$ cat config.mk
export PLATFORM = sky130hd
export DESIGN_NAME = escaped_name_key_parser_unit
export DESIGN_NICKNAME = d
export VERILOG_FILES = /design/src/sv/enkp_pkg.sv /design/src/sv/escaped_name_key_parser_unit.sv /design/src/sv/enkp_step.sv
export SDC_FILE = /design/constraint.sdc
export NUM_CORES = 1
export LEC_CHECK = 0
export BUFFER_PORTS_ARGS = -buffer_cell sky130_fd_sc_hd__buf_4
export CAP_MARGIN = 5
export CORE_MARGIN = 2
export CORE_UTILIZATION = 45
export DETAILED_ROUTE_END_ITERATION = 16
export HOLD_SLACK_MARGIN = 0.1
export PLACE_DENSITY = 0.64
export SYNTH_ARGS = -nofsm -noshare
export SYNTH_HDL_FRONTEND = slang
export SYNTH_SLANG_ARGS = --single-unit
$ cat constraint.sdc
create_clock -name clk -period 3.8 [get_ports clk]
set_input_delay 0.38 -clock clk [delete_from_list [all_inputs] [get_ports clk]]
set_output_delay 0.38 -clock clk [all_outputs]
set_load 0.005 [all_outputs]
$ cat src/sv/enkp_pkg.sv
`default_nettype none
// ----------------------------------------------------------------------------
// enkp_pkg
// Shared phase codes, result kinds, character constants and state/result
// structs for the escaped name key parser.
// ----------------------------------------------------------------------------
package enkp_pkg;

  // parse phases
  localparam logic [2:0] PH_START  = 3'd0;
  localparam logic [2:0] PH_STRING = 3'd1;
  localparam logic [2:0] PH_COMP   = 3'd2;
  localparam logic [2:0] PH_ESC    = 3'd3;
  localparam logic [2:0] PH_HEX1   = 3'd4;
  localparam logic [2:0] PH_HEX2   = 3'd5;
  localparam logic [2:0] PH_CLOSED = 3'd6;
  localparam logic [2:0] PH_DROP   = 3'd7;

  // result kinds
  localparam logic [1:0] KIND_BYTE   = 2'd0;
  localparam logic [1:0] KIND_COMP   = 2'd1;
  localparam logic [1:0] KIND_ACCEPT = 2'd2;
  localparam logic [1:0] KIND_REJECT = 2'd3;

  // characters
  localparam logic [7:0] CH_LBRACKET = 8'h5B;
  localparam logic [7:0] CH_RBRACKET = 8'h5D;
  localparam logic [7:0] CH_DOT      = 8'h2E;
  localparam logic [7:0] CH_BSLASH   = 8'h5C;
  localparam logic [7:0] CH_NL       = 8'h0A;
  localparam logic [7:0] CH_CR       = 8'h0D;
  localparam logic [7:0] CH_TAB      = 8'h09;
  localparam logic [7:0] CH_NUL      = 8'h00;
  localparam logic [7:0] CH_ZERO     = 8'h30;
  localparam logic [7:0] CH_NINE     = 8'h39;
  localparam logic [7:0] CH_UA       = 8'h41;
  localparam logic [7:0] CH_UF       = 8'h46;
  localparam logic [7:0] CH_LA       = 8'h61;
  localparam logic [7:0] CH_LF       = 8'h66;
  localparam logic [7:0] CH_LX       = 8'h78;
  localparam logic [7:0] CH_UX       = 8'h58;
  localparam logic [7:0] CH_LN       = 8'h6E;
  localparam logic [7:0] CH_UN       = 8'h4E;
  localparam logic [7:0] CH_LR       = 8'h72;
  localparam logic [7:0] CH_UR       = 8'h52;
  localparam logic [7:0] CH_LT       = 8'h74;
  localparam logic [7:0] CH_UT       = 8'h54;

  localparam logic [7:0] COUNT_MAX   = 8'hFF;

  typedef struct packed {
    logic [2:0] phase;
    logic       resume_unique;
    logic [3:0] high_nibble;
    logic [7:0] component_count;
  } parse_state_t;

  typedef struct packed {
    logic [1:0] kind;
    logic [7:0] data;
    logic       unique_key;
    logic [7:0] index;
  } result_t;

endpackage
`default_nettype wire

$ cat src/sv/escaped_name_key_parser_unit.sv
`default_nettype none
// Path: an accepted item reaches its result through the input register, then
// the result register; items that cause no result leave nothing behind.
// Throughput: one item per cycle unless results stall; combinational step.
// Reset: synchronous; clears both valids and returns the parser to the
// start of a name with no component counted.
// ----------------------------------------------------------------------------
// escaped_name_key_parser_unit
// Decodes a byte stream of escaped names into decoded bytes, component ends
// and an accept or reject per name.
// ----------------------------------------------------------------------------
module escaped_name_key_parser_unit (
  input  wire logic       clk,
  input  wire logic       rst,
  input  wire logic       item_valid,
  output logic            item_stall,
  input  wire logic [7:0] in_byte,
  input  wire logic       name_end,
  output logic            result_valid,
  input  wire logic       result_stall,
  output logic [1:0]      result_kind,
  output logic [7:0]      data_byte,
  output logic            key_is_unique,
  output logic [7:0]      component_index
);

  enkp_pkg::parse_state_t state;
  enkp_pkg::parse_state_t state_next;
  enkp_pkg::result_t      step_result;
  enkp_pkg::result_t      result;
  logic                   step_emit;

  logic       hold_valid;
  logic [7:0] hold_byte;
  logic       hold_end;
  logic       fire;

  // the step runs when the result register is free or being emptied
  assign fire       = hold_valid && (!result_valid || !result_stall);
  assign item_stall = hold_valid && !fire;

  enkp_step u_step (
    .state      (state),
    .in_byte    (hold_byte),
    .name_end   (hold_end),
    .state_next (state_next),
    .emit       (step_emit),
    .result     (step_result)
  );

  always_ff @(posedge clk) begin
    if (rst) begin
      hold_valid <= 1'b0;
    end else if (item_valid && !item_stall) begin
      hold_valid <= 1'b1;
    end else if (fire) begin
      hold_valid <= 1'b0;
    end
  end

  always_ff @(posedge clk) begin
    if (item_valid && !item_stall) begin
      hold_byte <= in_byte;
      hold_end  <= name_end;
    end
  end

  always_ff @(posedge clk) begin
    if (rst) begin
      state.phase           <= enkp_pkg::PH_START;
      state.resume_unique   <= 1'b0;
      state.high_nibble     <= 4'h0;
      state.component_count <= 8'h00;
    end else if (fire) begin
      state <= state_next;
    end
  end

  always_ff @(posedge clk) begin
    if (rst) begin
      result_valid <= 1'b0;
    end else if (fire) begin
      result_valid <= step_emit;
    end else if (result_valid && !result_stall) begin
      result_valid <= 1'b0;
    end
  end

  always_ff @(posedge clk) begin
    if (fire && step_emit) begin
      result <= step_result;
    end
  end

  assign result_kind     = result.kind;
  assign data_byte       = result.data;
  assign key_is_unique   = result.unique_key;
  assign component_index = result.index;

`ifndef ASSERT_OFF
  a_count_only_in_keys: assert property (@(posedge clk) disable iff (rst)
    state.component_count != 8'h00 |-> state.resume_unique)
    else $error("component count set outside a bracketed key");

  a_string_index_zero: assert property (@(posedge clk) disable iff (rst)
    result_valid && !key_is_unique |-> component_index == 8'h00)
    else $error("string key result carries a component index");

  a_drop_silent: assert property (@(posedge clk) disable iff (rst)
    fire && state.phase == enkp_pkg::PH_DROP |=> !result_valid)
    else $error("result produced while dropping a rejected name");

  a_accept_restarts: assert property (@(posedge clk) disable iff (rst)
    fire && step_emit && step_result.kind == enkp_pkg::KIND_ACCEPT
    |=> state.phase == enkp_pkg::PH_START)
    else $error("accepted name did not return to start of name");
`endif

endmodule
`default_nettype wire

$ cat src/sv/enkp_step.sv
`default_nettype none
// ----------------------------------------------------------------------------
// enkp_step
// One parse step: from the current state and one byte, the next state and
// at most one result.
// ----------------------------------------------------------------------------
module enkp_step (
  input  wire enkp_pkg::parse_state_t state,
  input  wire logic [7:0]             in_byte,
  input  wire logic                   name_end,
  output enkp_pkg::parse_state_t      state_next,
  output logic                        emit,
  output enkp_pkg::result_t           result
);

  // bit 4 set: not a hex digit
  function automatic logic [4:0] hex_digit(input logic [7:0] c);
    logic [4:0] d;
    d = 5'h10;
    if (c >= enkp_pkg::CH_ZERO && c <= enkp_pkg::CH_NINE) begin
      d = {1'b0, 4'(c - enkp_pkg::CH_ZERO)};
    end else if (c >= enkp_pkg::CH_UA && c <= enkp_pkg::CH_UF) begin
      d = {1'b0, 4'(c - enkp_pkg::CH_UA + 8'd10)};
    end else if (c >= enkp_pkg::CH_LA && c <= enkp_pkg::CH_LF) begin
      d = {1'b0, 4'(c - enkp_pkg::CH_LA + 8'd10)};
    end
    return d;
  endfunction

  enkp_pkg::parse_state_t st;
  logic       do_string;
  logic       bump;
  logic [1:0] kind;
  logic [7:0] data;
  logic [4:0] digit;

  always_comb begin
    st        = state;
    do_string = 1'b0;
    bump      = 1'b0;
    emit      = 1'b0;
    kind      = enkp_pkg::KIND_BYTE;
    data      = 8'h00;
    digit     = hex_digit(in_byte);

    unique case (state.phase)
      enkp_pkg::PH_START: begin
        st.component_count = 8'h00;
        st.high_nibble     = 4'h0;
        if (name_end) begin
          st.resume_unique = 1'b0;
          emit = 1'b1;
          kind = enkp_pkg::KIND_ACCEPT;
        end else if (in_byte == enkp_pkg::CH_LBRACKET) begin
          st.resume_unique = 1'b1;
          st.phase         = enkp_pkg::PH_COMP;
        end else begin
          st.resume_unique = 1'b0;
          st.phase         = enkp_pkg::PH_STRING;
          do_string        = 1'b1;
        end
      end
      enkp_pkg::PH_STRING: begin
        do_string = 1'b1;
      end
      enkp_pkg::PH_COMP: begin
        if (name_end) begin
          emit = 1'b1;
          kind = enkp_pkg::KIND_REJECT;
          st.phase = enkp_pkg::PH_START;
        end else if (in_byte == enkp_pkg::CH_LBRACKET) begin
          emit = 1'b1;
          kind = enkp_pkg::KIND_REJECT;
          st.phase = enkp_pkg::PH_DROP;
        end else if (in_byte == enkp_pkg::CH_BSLASH) begin
          st.phase = enkp_pkg::PH_ESC;
        end else if (in_byte == enkp_pkg::CH_DOT) begin
          emit = 1'b1;
          kind = enkp_pkg::KIND_COMP;
          bump = 1'b1;
        end else if (in_byte == enkp_pkg::CH_RBRACKET) begin
          emit = 1'b1;
          kind = enkp_pkg::KIND_COMP;
          st.phase = enkp_pkg::PH_CLOSED;
        end else begin
          emit = 1'b1;
          data = in_byte;
        end
      end
      enkp_pkg::PH_ESC: begin
        if (name_end) begin
          emit = 1'b1;
          kind = enkp_pkg::KIND_REJECT;
          st.phase = enkp_pkg::PH_START;
        end else begin
          st.phase = state.resume_unique ? enkp_pkg::PH_COMP : enkp_pkg::PH_STRING;
          emit = 1'b1;
          case (in_byte) inside
            enkp_pkg::CH_LX, enkp_pkg::CH_UX: begin
              emit = 1'b0;
              st.phase = enkp_pkg::PH_HEX1;
            end
            enkp_pkg::CH_LN, enkp_pkg::CH_UN: data = enkp_pkg::CH_NL;
            enkp_pkg::CH_LR, enkp_pkg::CH_UR: data = enkp_pkg::CH_CR;
            enkp_pkg::CH_LT, enkp_pkg::CH_UT: data = enkp_pkg::CH_TAB;
            enkp_pkg::CH_ZERO:                data = enkp_pkg::CH_NUL;
            enkp_pkg::CH_BSLASH, enkp_pkg::CH_DOT,
            enkp_pkg::CH_LBRACKET, enkp_pkg::CH_RBRACKET: data = in_byte;
            default: begin
              kind = enkp_pkg::KIND_REJECT;
              st.phase = enkp_pkg::PH_DROP;
            end
          endcase
        end
      end
      enkp_pkg::PH_HEX1, enkp_pkg::PH_HEX2: begin
        if (name_end) begin
          emit = 1'b1;
          kind = enkp_pkg::KIND_REJECT;
          st.phase = enkp_pkg::PH_START;
        end else if (digit[4]) begin
          emit = 1'b1;
          kind = enkp_pkg::KIND_REJECT;
          st.phase = enkp_pkg::PH_DROP;
        end else if (state.phase == enkp_pkg::PH_HEX1) begin
          st.high_nibble = digit[3:0];
          st.phase = enkp_pkg::PH_HEX2;
        end else begin
          st.phase = state.resume_unique ? enkp_pkg::PH_COMP : enkp_pkg::PH_STRING;
          emit = 1'b1;
          data = {state.high_nibble, digit[3:0]};
        end
      end
      enkp_pkg::PH_CLOSED: begin
        emit = 1'b1;
        if (name_end) begin
          kind = enkp_pkg::KIND_ACCEPT;
          st.phase = enkp_pkg::PH_START;
        end else begin
          kind = enkp_pkg::KIND_REJECT;
          st.phase = enkp_pkg::PH_DROP;
        end
      end
      enkp_pkg::PH_DROP: begin
        if (name_end) begin
          st.phase = enkp_pkg::PH_START;
        end
      end
      default: begin
        st.phase = enkp_pkg::PH_START;
      end
    endcase

    // string body, also reached straight from the start of a name
    if (do_string) begin
      if (name_end) begin
        emit = 1'b1;
        kind = enkp_pkg::KIND_ACCEPT;
        st.phase = enkp_pkg::PH_START;
      end else if (in_byte == enkp_pkg::CH_LBRACKET || in_byte == enkp_pkg::CH_RBRACKET ||
                   in_byte == enkp_pkg::CH_DOT) begin
        emit = 1'b1;
        kind = enkp_pkg::KIND_REJECT;
        st.phase = enkp_pkg::PH_DROP;
      end else if (in_byte == enkp_pkg::CH_BSLASH) begin
        st.phase = enkp_pkg::PH_ESC;
      end else begin
        emit = 1'b1;
        data = in_byte;
      end
    end

    result.kind       = kind;
    result.data       = (kind == enkp_pkg::KIND_BYTE) ? data : 8'h00;
    result.unique_key = st.resume_unique;
    result.index      = st.resume_unique ? st.component_count : 8'h00;

    // advance the component count after the result has taken its index
    state_next = st;
    if (bump && st.component_count != enkp_pkg::COUNT_MAX) begin
      state_next.component_count = st.component_count + 8'd1;
    end
  end

endmodule
`default_nettype wire

==> results of run 1 <==
[stage by stage]
step           hold slack, ns  area (um2)  worst slack [ns]
2_1_floorplan           0.454        2850             0.893
3_3_place_gp            0.495        3130             0.961
3_5_place_dp            0.495        3130             0.940
4_1_cts                 0.240        3230             0.910
5_1_grt                 0.237        3230             0.558
6_report                0.247        3230             0.835
[logic make-up after synthesis]
kind of cell	synth area share
AND/OR/NAND/NOR	0.251
AO/OA/AOI/OAI	0.243
flip-flops	0.422
buffers and inverters	0.0400
adder cells (fa/ha/maj)	0.0220
XOR/XNOR	0.0123
multiplexers	0.0105
[final timing paths]
check        endpoint  cells after the start  slack, ns       from
max          state[1]                      8       0.84  state[13]
min reg2reg  state[9]                      1       0.52   state[9]
min          hold_end                      1       0.25   name_end
max reg2reg  state[1]                      8       0.84  state[13]
[worst max-delay path: stages (launching register included)]
cell and delay [ns]:
sky130_fd_sc_hd__dfxtp_1 0.79, sky130_fd_sc_hd__or3_1 0.48, sky130_fd_sc_hd__and2_1 0.20, sky130_fd_sc_hd__ha_1 0.22
sky130_fd_sc_hd__nand2_1 0.10, sky130_fd_sc_hd__or4_1 0.59, sky130_fd_sc_hd__nand2_4 0.15, sky130_fd_sc_hd__a21oi_1 0.09
sky130_fd_sc_hd__o32ai_1 0.25
[synth_stat cells (3+ instances only)]
cell type                  instances
sky130_fd_sc_hd__o31ai_1           5
sky130_fd_sc_hd__a22o_1            4
sky130_fd_sc_hd__a31o_2            3
sky130_fd_sc_hd__buf_2             4
sky130_fd_sc_hd__or3_1             5
sky130_fd_sc_hd__xnor2_1           4
sky130_fd_sc_hd__inv_1             6
sky130_fd_sc_hd__nor4_1            3
sky130_fd_sc_hd__o211ai_1         11
sky130_fd_sc_hd__nor2b_1           5
sky130_fd_sc_hd__a21oi_1          18
sky130_fd_sc_hd__a211oi_1          8
sky130_fd_sc_hd__mux2i_1           3
sky130_fd_sc_hd__o21ai_0           7
sky130_fd_sc_hd__nand4_1           6
sky130_fd_sc_hd__clkbuf_1         15
sky130_fd_sc_hd__or2_2             3
sky130_fd_sc_hd__dfxtp_1          18
sky130_fd_sc_hd__nor3b_1           4
sky130_fd_sc_hd__and3_1           10
sky130_fd_sc_hd__nand2b_1          7
sky130_fd_sc_hd__nor2_1           21
sky130_fd_sc_hd__ha_1              5
sky130_fd_sc_hd__nor3_1            7
sky130_fd_sc_hd__o32ai_1           3
sky130_fd_sc_hd__edfxtp_1         28
sky130_fd_sc_hd__a31oi_1           7
sky130_fd_sc_hd__a211o_1           3
sky130_fd_sc_hd__nand3_1           9
sky130_fd_sc_hd__nand2_1          25
[registers in the layout, summed over array words and instances (netlist names)]
name and flops:
state 16, component_index 8, data_byte 8, hold_byte 8, result_kind 2, hold_end 1
hold_valid 1, key_is_unique 1, result_valid 1
[layout make-up]
type                    instances  area (um2)
well taps                      75        93.8
repair buffers                 37         278
flip-flops and latches         46        1200
multi-input cells             232        1530
clock buffers                   5        68.8
fillers                       557        2800
clock inverters                 3        25.0
inverters                       7        26.3
[metal layers]
| metal | wire length [um] | share of wire | track usage |
|---|---|---|---|
| met5 | 0 | 0 | 0 |
| met2 | 2990 | 0.42 | 0.300 |
| met4 | 123 | 0.017 | 0.0469 |
| met3 | 608 | 0.086 | 0.0346 |
| met1 | 3320 | 0.47 | 0.308 |
[power by group through the flow]
stage | clock network [uW] | registers, uW | logic (uW)
after floorplan | 0 | 574 | 116
after global placement | 0 | 591 | 155
after detailed placement | 0 | 591 | 154
after CTS | 319 | 580 | 155
after global routing | 337 | 586 | 172
final | 314 | 581 | 158
[layout by cell type (no fill, tap or decap), types with 4 or more instances in the layout]
cell,netlist,layout
sky130_fd_sc_hd__dfxtp_1,18,18
sky130_fd_sc_hd__nor2b_1,5,5
sky130_fd_sc_hd__buf_4,0,37
sky130_fd_sc_hd__nor3b_1,4,4
sky130_fd_sc_hd__o21ai_0,7,7
sky130_fd_sc_hd__a21oi_1,18,18
sky130_fd_sc_hd__o211ai_1,11,11
sky130_fd_sc_hd__nand3_1,9,9
sky130_fd_sc_hd__o31ai_1,5,5
sky130_fd_sc_hd__nand4_1,6,6
sky130_fd_sc_hd__or3_1,5,5
sky130_fd_sc_hd__edfxtp_1,28,28
sky130_fd_sc_hd__a22o_1,4,4
sky130_fd_sc_hd__nand2_1,25,25
sky130_fd_sc_hd__clkbuf_8,0,5
sky130_fd_sc_hd__and3_1,10,10
sky130_fd_sc_hd__inv_1,6,6
sky130_fd_sc_hd__nand2b_1,7,7
sky130_fd_sc_hd__xnor2_1,4,4
sky130_fd_sc_hd__nor2_1,21,21
sky130_fd_sc_hd__a211oi_1,8,8
sky130_fd_sc_hd__a31oi_1,7,7
sky130_fd_sc_hd__nor3_1,7,7
sky130_fd_sc_hd__ha_1,5,5
==> impl_summary.txt, run 1 <==
----------------------------------------------------
[Die]
  Starting density of the core ... 0.473
  Number of placed I/O pins ... 34
  Die Span X ... 83.6 um
  Area of the die ... 0.00698 mm2
  Core region area ... 0.00603 mm2
  Chip Height ... 83.6 um
  Number of placement rows ... 28

[Yosys]
  Cell taking the most area after synthesis ... sky130_fd_sc_hd__edfxtp_1
  EDFF count, synth ... 28
  Post-Syn Nets ... 323
  Unique masters post-synth ... 67
  Synthesized area ... 0.00285 mm2
  Asr flop ratio synth ... 0
  Yosys Warn Count ... 0
  Main flop type after synthesis ... sky130_fd_sc_hd__edfxtp_1
  Top area cells in the synthesized netlist ... sky130_fd_sc_hd__edfxtp_1, sky130_fd_sc_hd__dfxtp_1, sky130_fd_sc_hd__nand2_1
  Post-synthesis register bit count ... 46
  Number of instances in the synthesized netlist ... 305
  Sequential area share after synthesis ... 0.422
  Synth top area share ... 0.295
  Post-Synthesis Mean Instance Area ... 9.34 um2

[Finish]
  Proportion of layout cells with a drive suffix above 1 ... 0.176
  Signed area change from the synthesized netlist to the final layout ... 13.3%
  Final net count ... 347
  Final Core Density ... 0.536
  Ant. Diodes ... 0
  Final cell count without fillers ... 405

[Route]
  ANT nets after route ... 0
  Number of violations reported at the end of detailed-routing iteration 0 ... 296
  Post-detailed-route via-to-cell ratio ... 6.41
  DRC ... 0
  Total wire length ... 7040 um
  Via Count ... 2596
  Post-detailed-route wirelength per cell ... 17.4 um
  Pre-antenna DRT Iters ... 5

[Clock network]
  Hold bufs inserted after CTS ... 0
  Total of cells resized after clock tree synthesis ... 0
  Setup repair bufs after CTS ... 0
  TritonCTS buffer count ... 5
  TritonCTS clock tree ... done
  Clock-pin slew on the worst setup and hold paths ... 0.10 ns
  Worst skew pair latency ... 0.31 ns
  Number of H-tree levels ... 2
  Clock tree buffer depth ... 2
  Sinks on the clock net ... 46
  CTS root buf ... sky130_fd_sc_hd__clkbuf_8

[Timing]
  Final critical-path share of the clock period ... 0.780
  Number of max-slew violations in the final report ... 0
  Min cycle time layout ... 2.96 ns
  Aggregate negative setup slack ... 0 ns
  Worst slew margin ... 0.518
  Final setup skew ... 0.00632 ns
  Peak Freq ... 0.337 GHz
  Setup repair after global routing missed its margin ... no
  Slew at the pin with the worst max-slew slack ... 0.722 ns
  Final hold viol count ... 0
  Final setup violation count ... 0

[Setup path]
  CP Launch Type ... register
  Crit. End Element ... register
  Kind of critical path ... register to register
  Signal arrival time at the worst endpoint ... 3.18 ns
  Highest net fanout along the worst path ... 20
  Required time reported for the critical path endpoint ... 4.02 ns

[Global route]
  GRT Residual Overflow ... 0
  First-pass GRT wire length ... 11600 um
  Number of global-route vias before repair ... 2279
  Maximum number of pins on one net before global-route repair ... 22
  Total global-route track usage ... 0.202
  Number of antenna violations at the first check in global routing ... 0

[Pwr]
  Portion of total power attributed to sequential cells ... 0.552
  Total leakage power ... 0.00115 uW
  PwrDens ... 326 mW/mm2
  Worst IR Drop VDD ... 173 uV
  Pwr Total ... 1050 uW
  Switch share ... 0.285
  Internal power summed over all cells ... 753 uW
  Combinational Power Share ... 0.150
  Relative contribution of the clock network to total power ... 0.298
  Switching Power ... 300 uW

[Hold path]
  Class of the tightest hold or removal check ... input port to register

[Placement]
  Placer congestion estimate ... 0.894
  Placed Cells incl. Taps ... 397
  Final HPWL from detailed placement ... 5110 um
  Count of buffers from port buffering ... 33

[Status]
  Outcome ... finished, final reports clean

[Flow run]
  Number of maximum-capacitance violations ... 0

----------------------------------------------------
Note: power is estimated with default switching activity, not from simulation.
==> inputs of run 2 (changes only) <==
- clock period: 3.8 -> 3 ns (I/O delays scaled with it)
==> run 2 against run 1 <==
Design area rose by 2.5%. Total power up 34%. Sequential share of layout area is 0.90 points lower. Worst setup slack lost 0.45 ns. Clock power grew 50%. Critical path depth stayed put. Critical endpoint is now data_byte[3].
==> impl_summary.txt, run 2 (same netlist as run 1, synthesis figures left out) <==
----------------------------------------------------
[Timing]
  Min cycle time layout ... 2.62 ns (was 2.96 ns)
  Aggregate negative setup slack ... 0 ns (unchanged)
  Number of max-slew violations in the final report ... 0 (unchanged)
  Least setup slack across all paths after layout ... 0.384 ns (was 0.835 ns)
  Final setup skew ... 0.00986 ns (was 0.00632 ns)
  Peak Freq ... 0.382 GHz (was 0.337 GHz)
  Slew at the pin with the worst max-slew slack ... 0.705 ns (was 0.722 ns)
  Setup repair after global routing missed its margin ... no (unchanged)
  Final hold viol count ... 0 (unchanged)
  Final critical-path share of the clock period ... 0.872 (was 0.780)
  Worst slew margin ... 0.529 (was 0.518)
  Final setup violation count ... 0 (unchanged)

[Global route]
  Total global-route track usage ... 0.204 (was 0.202)
  GRT Residual Overflow ... 0 (unchanged)
  Number of antenna violations at the first check in global routing ... 0 (unchanged)
  Number of global-route vias before repair ... 2357 (was 2279)
  First-pass GRT wire length ... 11700 um (was 11600 um)
  Maximum number of pins on one net before global-route repair ... 22 (unchanged)

[Clock network]
  TritonCTS buffer count ... 5 (unchanged)
  Number of H-tree levels ... 2 (unchanged)
  Setup repair bufs after CTS ... 0 (unchanged)
  Worst skew pair latency ... 0.31 ns (about the same)
  Sinks on the clock net ... 46 (unchanged)
  TritonCTS clock tree ... done (unchanged)
  Total of cells resized after clock tree synthesis ... 0 (unchanged)
  Clock-pin slew on the worst setup and hold paths ... 0.09 ns (was 0.10 ns)
  Hold bufs inserted after CTS ... 0 (unchanged)
  Clock tree buffer depth ... 2 (unchanged)
  CTS root buf ... sky130_fd_sc_hd__clkbuf_8 (unchanged)

[Route]
  Post-detailed-route wirelength per cell ... 16.8 um (was 17.4 um)
  Post-detailed-route via-to-cell ratio ... 6.32 (was 6.41)
  Via Count ... 2612 (was 2596)
  Number of violations reported at the end of detailed-routing iteration 0 ... 277 (was 296)
  Total wire length ... 6940 um (was 7040 um)
  DRC ... 0 (unchanged)
  ANT nets after route ... 0 (unchanged)
  Pre-antenna DRT Iters ... 5 (unchanged)

[Die]
  Die Span X ... 83.6 um (unchanged)
  Chip Height ... 83.6 um (unchanged)
  Core region area ... 0.00603 mm2 (unchanged)
  Number of placement rows ... 28 (unchanged)
  Number of placed I/O pins ... 34 (unchanged)
  Area of the die ... 0.00698 mm2 (unchanged)
  Starting density of the core ... 0.473 (unchanged)

[Hold path]
  Class of the tightest hold or removal check ... input port to register (unchanged)

[Setup path]
  Timing startpoint of the critical path ... hold_byte[0] (was state[13])
  Highest net fanout along the worst path ... 19 (was 20)
  Slowest stage delay, CP ... 0.49 ns (was 0.79 ns)
  Signal arrival time at the worst endpoint ... 2.66 ns (was 3.18 ns)
  Required time reported for the critical path endpoint ... 3.05 ns (was 4.02 ns)
  R2r endpoint ... data_byte[3] (was state[1])
  Crit. End Element ... register (unchanged)
  Critical path, cell by cell ... inv_1 > ha_1 > nor3b_1 > a211oi_2 > nand3_1 > a211oi_1 > nor2_1 > buf_4 (was or3_1 > and2_1 > ha_1 > nand2_1 > or4_1 > nand2_4 > a21oi_1 > o32ai_1)
  Slack of the worst reg-to-reg path ... 0.38 ns (was 0.84 ns)
  Cells on worst reg2reg path ... 8 (unchanged)
  CP Launch Type ... register (unchanged)
  Slowest-stage cell, CP ... sky130_fd_sc_hd__edfxtp_1 (was sky130_fd_sc_hd__dfxtp_1)
  Critical path destination ... data_byte[3] (was state[1])
  Kind of critical path ... register to register (unchanged)
  Start of the worst register-to-register path ... hold_byte[0] (was state[13])

[Finish]
  Final net count ... 355 (was 347)
  Leading cell type in the layout, fill and taps excluded ... sky130_fd_sc_hd__buf_4 (unchanged)
  Register with the most flip-flops ... state (unchanged)
  Most used cells in the layout excluding fill and tap cells ... sky130_fd_sc_hd__buf_4, sky130_fd_sc_hd__edfxtp_1, sky130_fd_sc_hd__nand2_1, sky130_fd_sc_hd__nor2_1 (unchanged)
  Ant. Diodes ... 0 (unchanged)
  Filler Cell Count ... 561 (was 557)
  Flip-flop count of the largest register, all copies and words added ... 16 (unchanged)
  Signed area change from the synthesized netlist to the final layout ... 16.1% (was 13.3%)
  Final std cell area, no fill ... 0.00331 mm2 (was 0.00323 mm2)
  Proportion of layout cells with a drive suffix above 1 ... 0.195 (was 0.176)

[Placement]
  Worst slack at placement ... 0.432 ns (was 0.940 ns)
  Count of buffers from port buffering ... 33 (unchanged)
  Placer congestion estimate ... 0.928 (was 0.894)
  Cell Area, Placed ... 0.00319 mm2 (was 0.00313 mm2)
  Final HPWL from detailed placement ... 5100 um (was 5110 um)

[Flow run]
  Number of maximum-capacitance violations ... 0 (unchanged)

[Pwr]
  Worst IR Drop VDD ... 230 uV (was 173 uV)
  PwrDens ... 427 mW/mm2 (was 326 mW/mm2)
  Total leakage power ... 0.00120 uW (was 0.00115 uW)

[Status]
  Outcome ... finished, final reports clean (unchanged)

----------------------------------------------------
[run 2: per-layer routing]
metal / routed length, um / up-vias / track usage / part of all wire
met1: 3410 / 1236 / 0.305 / 0.49
met4: 132 / 0 / 0.0513 / 0.019
met5: 0 / - / 0 / 0
li1: - / 1254 / - / -
met2: 2950 / 104 / 0.301 / 0.43
met3: 449 / 18 / 0.0406 / 0.065
[run 2: report_power, final]
part / internal (uW) / total [uW] / leakage [uW] / switching (uW)
sequential: 699 / 727 / 0.000409 / 28.4
clock: 248 / 470 / 0.0000504 / 222
combinational: 94.1 / 215 / 0.000736 / 121
[run 2: area by class of cell]
| class | count | area (um2) | area share |
|---|---|---|---|
| clock buffer | 5 | 68.8 | 0.0208 |
| clock inverter | 3 | 45.0 | 0.0136 |
| inverter | 7 | 26.3 | 0.00795 |
| multi-input combinational | 232 | 1530 | 0.464 |
| sequential | 46 | 1200 | 0.363 |
| tap | 75 | 93.8 | 0.0284 |
| timing repair buffer | 45 | 338 | 0.102 |
[run 2: worst min-delay path by stage]
stage | from | to | slack (ns) | cells past startpoint
2_1_floorplan | in_byte[0] | hold_byte[0] | 0.40 | 0
4_1_cts | in_byte[6] | hold_byte[6] | 0.16 | 1
3_5_place_dp | state[9] | state[9] | 0.48 | 1
5_1_grt | in_byte[2] | hold_byte[2] | 0.15 | 1
3_3_place_gp | in_byte[5] | hold_byte[5] | 0.48 | 1
6_report | in_byte[7] | hold_byte[7] | 0.17 | 1
[run 2: critical path: cells and delay by family, from the launching register on]
family | cells | cell delay [ns]
adder cells (fa/ha/maj) | 1 | 0.32
AND/OR/NAND/NOR | 3 | 0.31
AO/OA/AOI/OAI | 2 | 0.83
buffers and inverters | 2 | 0.39
flip-flops | 1 | 0.49
[run 2: per-stage QoR]
| step | hold WS (ns) | util | total power [uW] | instances |
|---|---|---|---|---|
| 2_1_floorplan | 0.399 | - | 874 | 305 |
| 3_3_place_gp | 0.478 | 0.530 | 954 | 405 |
| 3_5_place_dp | 0.477 | 0.530 | 954 | 405 |
| 4_1_cts | 0.161 | 0.549 | 1420 | 413 |
| 5_1_grt | 0.151 | 0.549 | 1480 | 413 |
| 6_report | 0.168 | 0.549 | 1410 | 413 |
==> inputs of run 3 (changes only) <==
- RECOVER_POWER: unset -> 50
==> run 3 against run 2 <==
Via count decreased by 1.2%. Maximum frequency down 0.45%. Sequential share of layout area about the same. Worst hold slack better by 0.019 ns. Clock power barely moved. Clock skew shrank 0.0018 ns. Die area did not move. Critical path type unchanged.
==> impl_summary.txt, run 3 (same netlist as run 1, synthesis figures left out) <==
----------------------------------------------------
[Pwr]
  Total leakage power ... 0.00119 uW (was 0.00120 uW)
  PwrDens ... 427 mW/mm2 (about the same)
  Worst IR Drop VDD ... 231 uV (was 230 uV)

[Clock network]
  TritonCTS clock tree ... done (unchanged)
  Total of cells resized after clock tree synthesis ... 0 (unchanged)
  Worst skew pair latency ... 0.31 ns (about the same)
  TritonCTS buffer count ... 5 (unchanged)
  Hold bufs inserted after CTS ... 0 (unchanged)
  Setup repair bufs after CTS ... 0 (unchanged)
  CTS root buf ... sky130_fd_sc_hd__clkbuf_8 (unchanged)
  Sinks on the clock net ... 46 (unchanged)
  Clock tree buffer depth ... 2 (unchanged)
  Number of H-tree levels ... 2 (unchanged)
  Clock-pin slew on the worst setup and hold paths ... 0.09 ns (about the same)

[Setup path]
  R2r endpoint ... data_byte[3] (unchanged)
  Signal arrival time at the worst endpoint ... 2.67 ns (was 2.66 ns)
  Highest net fanout along the worst path ... 19 (unchanged)
  Slack of the worst reg-to-reg path ... 0.37 ns (was 0.38 ns)
  Required time reported for the critical path endpoint ... 3.05 ns (about the same)
  Start of the worst register-to-register path ... hold_byte[0] (unchanged)
  CP Launch Type ... register (unchanged)
  Cells on worst reg2reg path ... 8 (unchanged)
  Crit. End Element ... register (unchanged)
  Kind of critical path ... register to register (unchanged)

[Global route]
  GRT Residual Overflow ... 0 (unchanged)
  First-pass GRT wire length ... 11700 um (unchanged)
  Number of antenna violations at the first check in global routing ... 0 (unchanged)
  Maximum number of pins on one net before global-route repair ... 22 (unchanged)
  Total global-route track usage ... 0.204 (unchanged)
  Number of global-route vias before repair ... 2357 (unchanged)

[Timing]
  Peak Freq ... 0.381 GHz (was 0.382 GHz)
  Final hold viol count ... 0 (unchanged)
  Final setup skew ... 0.00801 ns (was 0.00986 ns)
  Number of max-slew violations in the final report ... 0 (unchanged)
  Setup repair after global routing missed its margin ... no (unchanged)
  Final setup violation count ... 0 (unchanged)
  Aggregate negative setup slack ... 0 ns (unchanged)
  Final hold slack ... 0.187 ns (was 0.168 ns)
  Final critical-path share of the clock period ... 0.876 (was 0.872)
  Min cycle time layout ... 2.63 ns (was 2.62 ns)
  Worst slew margin ... 0.536 (was 0.529)
  Slew at the pin with the worst max-slew slack ... 0.694 ns (was 0.705 ns)

[Route]
  Total wire length ... 6910 um (was 6940 um)
  ANT nets after route ... 0 (unchanged)
  Post-detailed-route wirelength per cell ... 16.7 um (was 16.8 um)
  DRC ... 0 (unchanged)
  Post-detailed-route via-to-cell ratio ... 6.25 (was 6.32)
  Number of violations reported at the end of detailed-routing iteration 0 ... 238 (was 277)
  Pre-antenna DRT Iters ... 5 (unchanged)
  Via Count ... 2580 (was 2612)

[Die]
  Area of the die ... 0.00698 mm2 (unchanged)
  Die Span X ... 83.6 um (unchanged)
  Chip Height ... 83.6 um (unchanged)
  Number of placement rows ... 28 (unchanged)
  Number of placed I/O pins ... 34 (unchanged)
  Starting density of the core ... 0.473 (unchanged)
  Core region area ... 0.00603 mm2 (unchanged)

[Finish]
  Final cell count without fillers ... 413 (unchanged)
  Final std cell area, no fill ... 0.00330 mm2 (was 0.00331 mm2)
  Flip-flop count of the largest register, all copies and words added ... 16 (unchanged)
  Multi-input gate area ... 0.00153 mm2 (unchanged)
  Signed area change from the synthesized netlist to the final layout ... 15.9% (was 16.1%)
  Filler Cell Count ... 563 (was 561)
  Ant. Diodes ... 0 (unchanged)
  Register with the most flip-flops ... state (unchanged)
  Area of all sequential standard cells ... 0.00120 mm2 (unchanged)
  Leading cell type in the layout, fill and taps excluded ... sky130_fd_sc_hd__clkbuf_4 (was sky130_fd_sc_hd__buf_4)
  Proportion of layout cells with a drive suffix above 1 ... 0.192 (was 0.195)
  Final net count ... 355 (unchanged)
  Most used cells in the layout excluding fill and tap cells ... sky130_fd_sc_hd__clkbuf_4, sky130_fd_sc_hd__edfxtp_1, sky130_fd_sc_hd__nand2_1, sky130_fd_sc_hd__nor2_1 (was sky130_fd_sc_hd__buf_4, sky130_fd_sc_hd__edfxtp_1, sky130_fd_sc_hd__nand2_1, sky130_fd_sc_hd__nor2_1)

[Status]
  Outcome ... finished, final reports clean (unchanged)

[Hold path]
  Class of the tightest hold or removal check ... input port to register (unchanged)
  Hold Crit Depth ... 1 (unchanged)
  Worst Hold Endpoint ... hold_byte[5] (was hold_byte[7])
  Worst Hold Launch ... in_byte[5] (was in_byte[7])

[Placement]
  Placer congestion estimate ... 0.928 (unchanged)
  Final HPWL from detailed placement ... 5100 um (unchanged)
  Cell Area, Placed ... 0.00319 mm2 (unchanged)
  Count of buffers from port buffering ... 33 (unchanged)
  Placed Cells incl. Taps ... 405 (unchanged)

[Flow run]
  Number of maximum-capacitance violations ... 0 (unchanged)

----------------------------------------------------
run 3: changes by cell type in the layout (fill, tap and decap cells not counted), sizes merged:
cell    previous run  this run
clkbuf             5        36
buf               45        14
run 3: area by class of cell:
cell class | instances | area share
Clock inverter | 3 | 0.0136
Clock buffer | 5 | 0.0208
Timing Repair Buffer | 45 | 0.101
Sequential cell | 46 | 0.364
Multi-Input combinational cell | 232 | 0.464
Tap cell | 75 | 0.0284
Inverter | 7 | 0.00795
run 3: power by group:
group | switching (uW) | internal [uW] | total, uW | leakage [uW]
clock | 223 | 248 | 471 | 0.0000504
combinational | 120 | 90.6 | 211 | 0.000726
sequential | 28.4 | 699 | 727 | 0.000409
run 3: worst max-delay path by stage:
| stage | from | endpoint | slack (ns) |
|---|---|---|---|
| 5_1_grt | hold_byte[0] | data_byte[0] | 0.08 |
| 6_report | hold_byte[0] | data_byte[3] | 0.37 |
| 3_3_place_gp | hold_byte[0] | component_index[7] | 0.53 |
| 4_1_cts | hold_byte[0] | data_byte[0] | 0.40 |
| 2_1_floorplan | hold_byte[7] | component_index[0] | 0.09 |
| 3_5_place_dp | hold_byte[0] | data_byte[0] | 0.43 |
run 3: per-layer routing:
| layer | part of all wire | wire [um] | global-route usage | up-vias |
|---|---|---|---|---|
| met3 | 0.070 | 482 | 0.0406 | 13 |
| li1 | - | - | - | 1255 |
| met1 | 0.49 | 3410 | 0.305 | 1212 |
| met4 | 0.015 | 104 | 0.0513 | 0 |
| met2 | 0.42 | 2910 | 0.301 | 100 |
| met5 | 0 | 0 | 0 | - |
run 3: per-stage QoR:
| step | worst slack [ns] | utilization | total power (uW) |
|---|---|---|---|
| 6_report | 0.372 | 0.548 | 1410 |
| 5_1_grt | 0.0750 | 0.548 | 1470 |
| 4_1_cts | 0.401 | 0.549 | 1420 |
| 2_1_floorplan | 0.0935 | - | 874 |
| 3_5_place_dp | 0.432 | 0.530 | 954 |
| 3_3_place_gp | 0.527 | 0.530 | 954 |
run 3: worst max-delay path, cell delays in order (launching register included):
cell and delay, ns:
sky130_fd_sc_hd__edfxtp_1 0.49, sky130_fd_sc_hd__inv_1 0.16, sky130_fd_sc_hd__ha_1 0.32, sky130_fd_sc_hd__nor3b_1 0.10, sky130_fd_sc_hd__a211oi_2 0.47, sky130_fd_sc_hd__nand3_1 0.14
sky130_fd_sc_hd__a211oi_1 0.37, sky130_fd_sc_hd__nor2_1 0.07, sky130_fd_sc_hd__buf_4 0.23
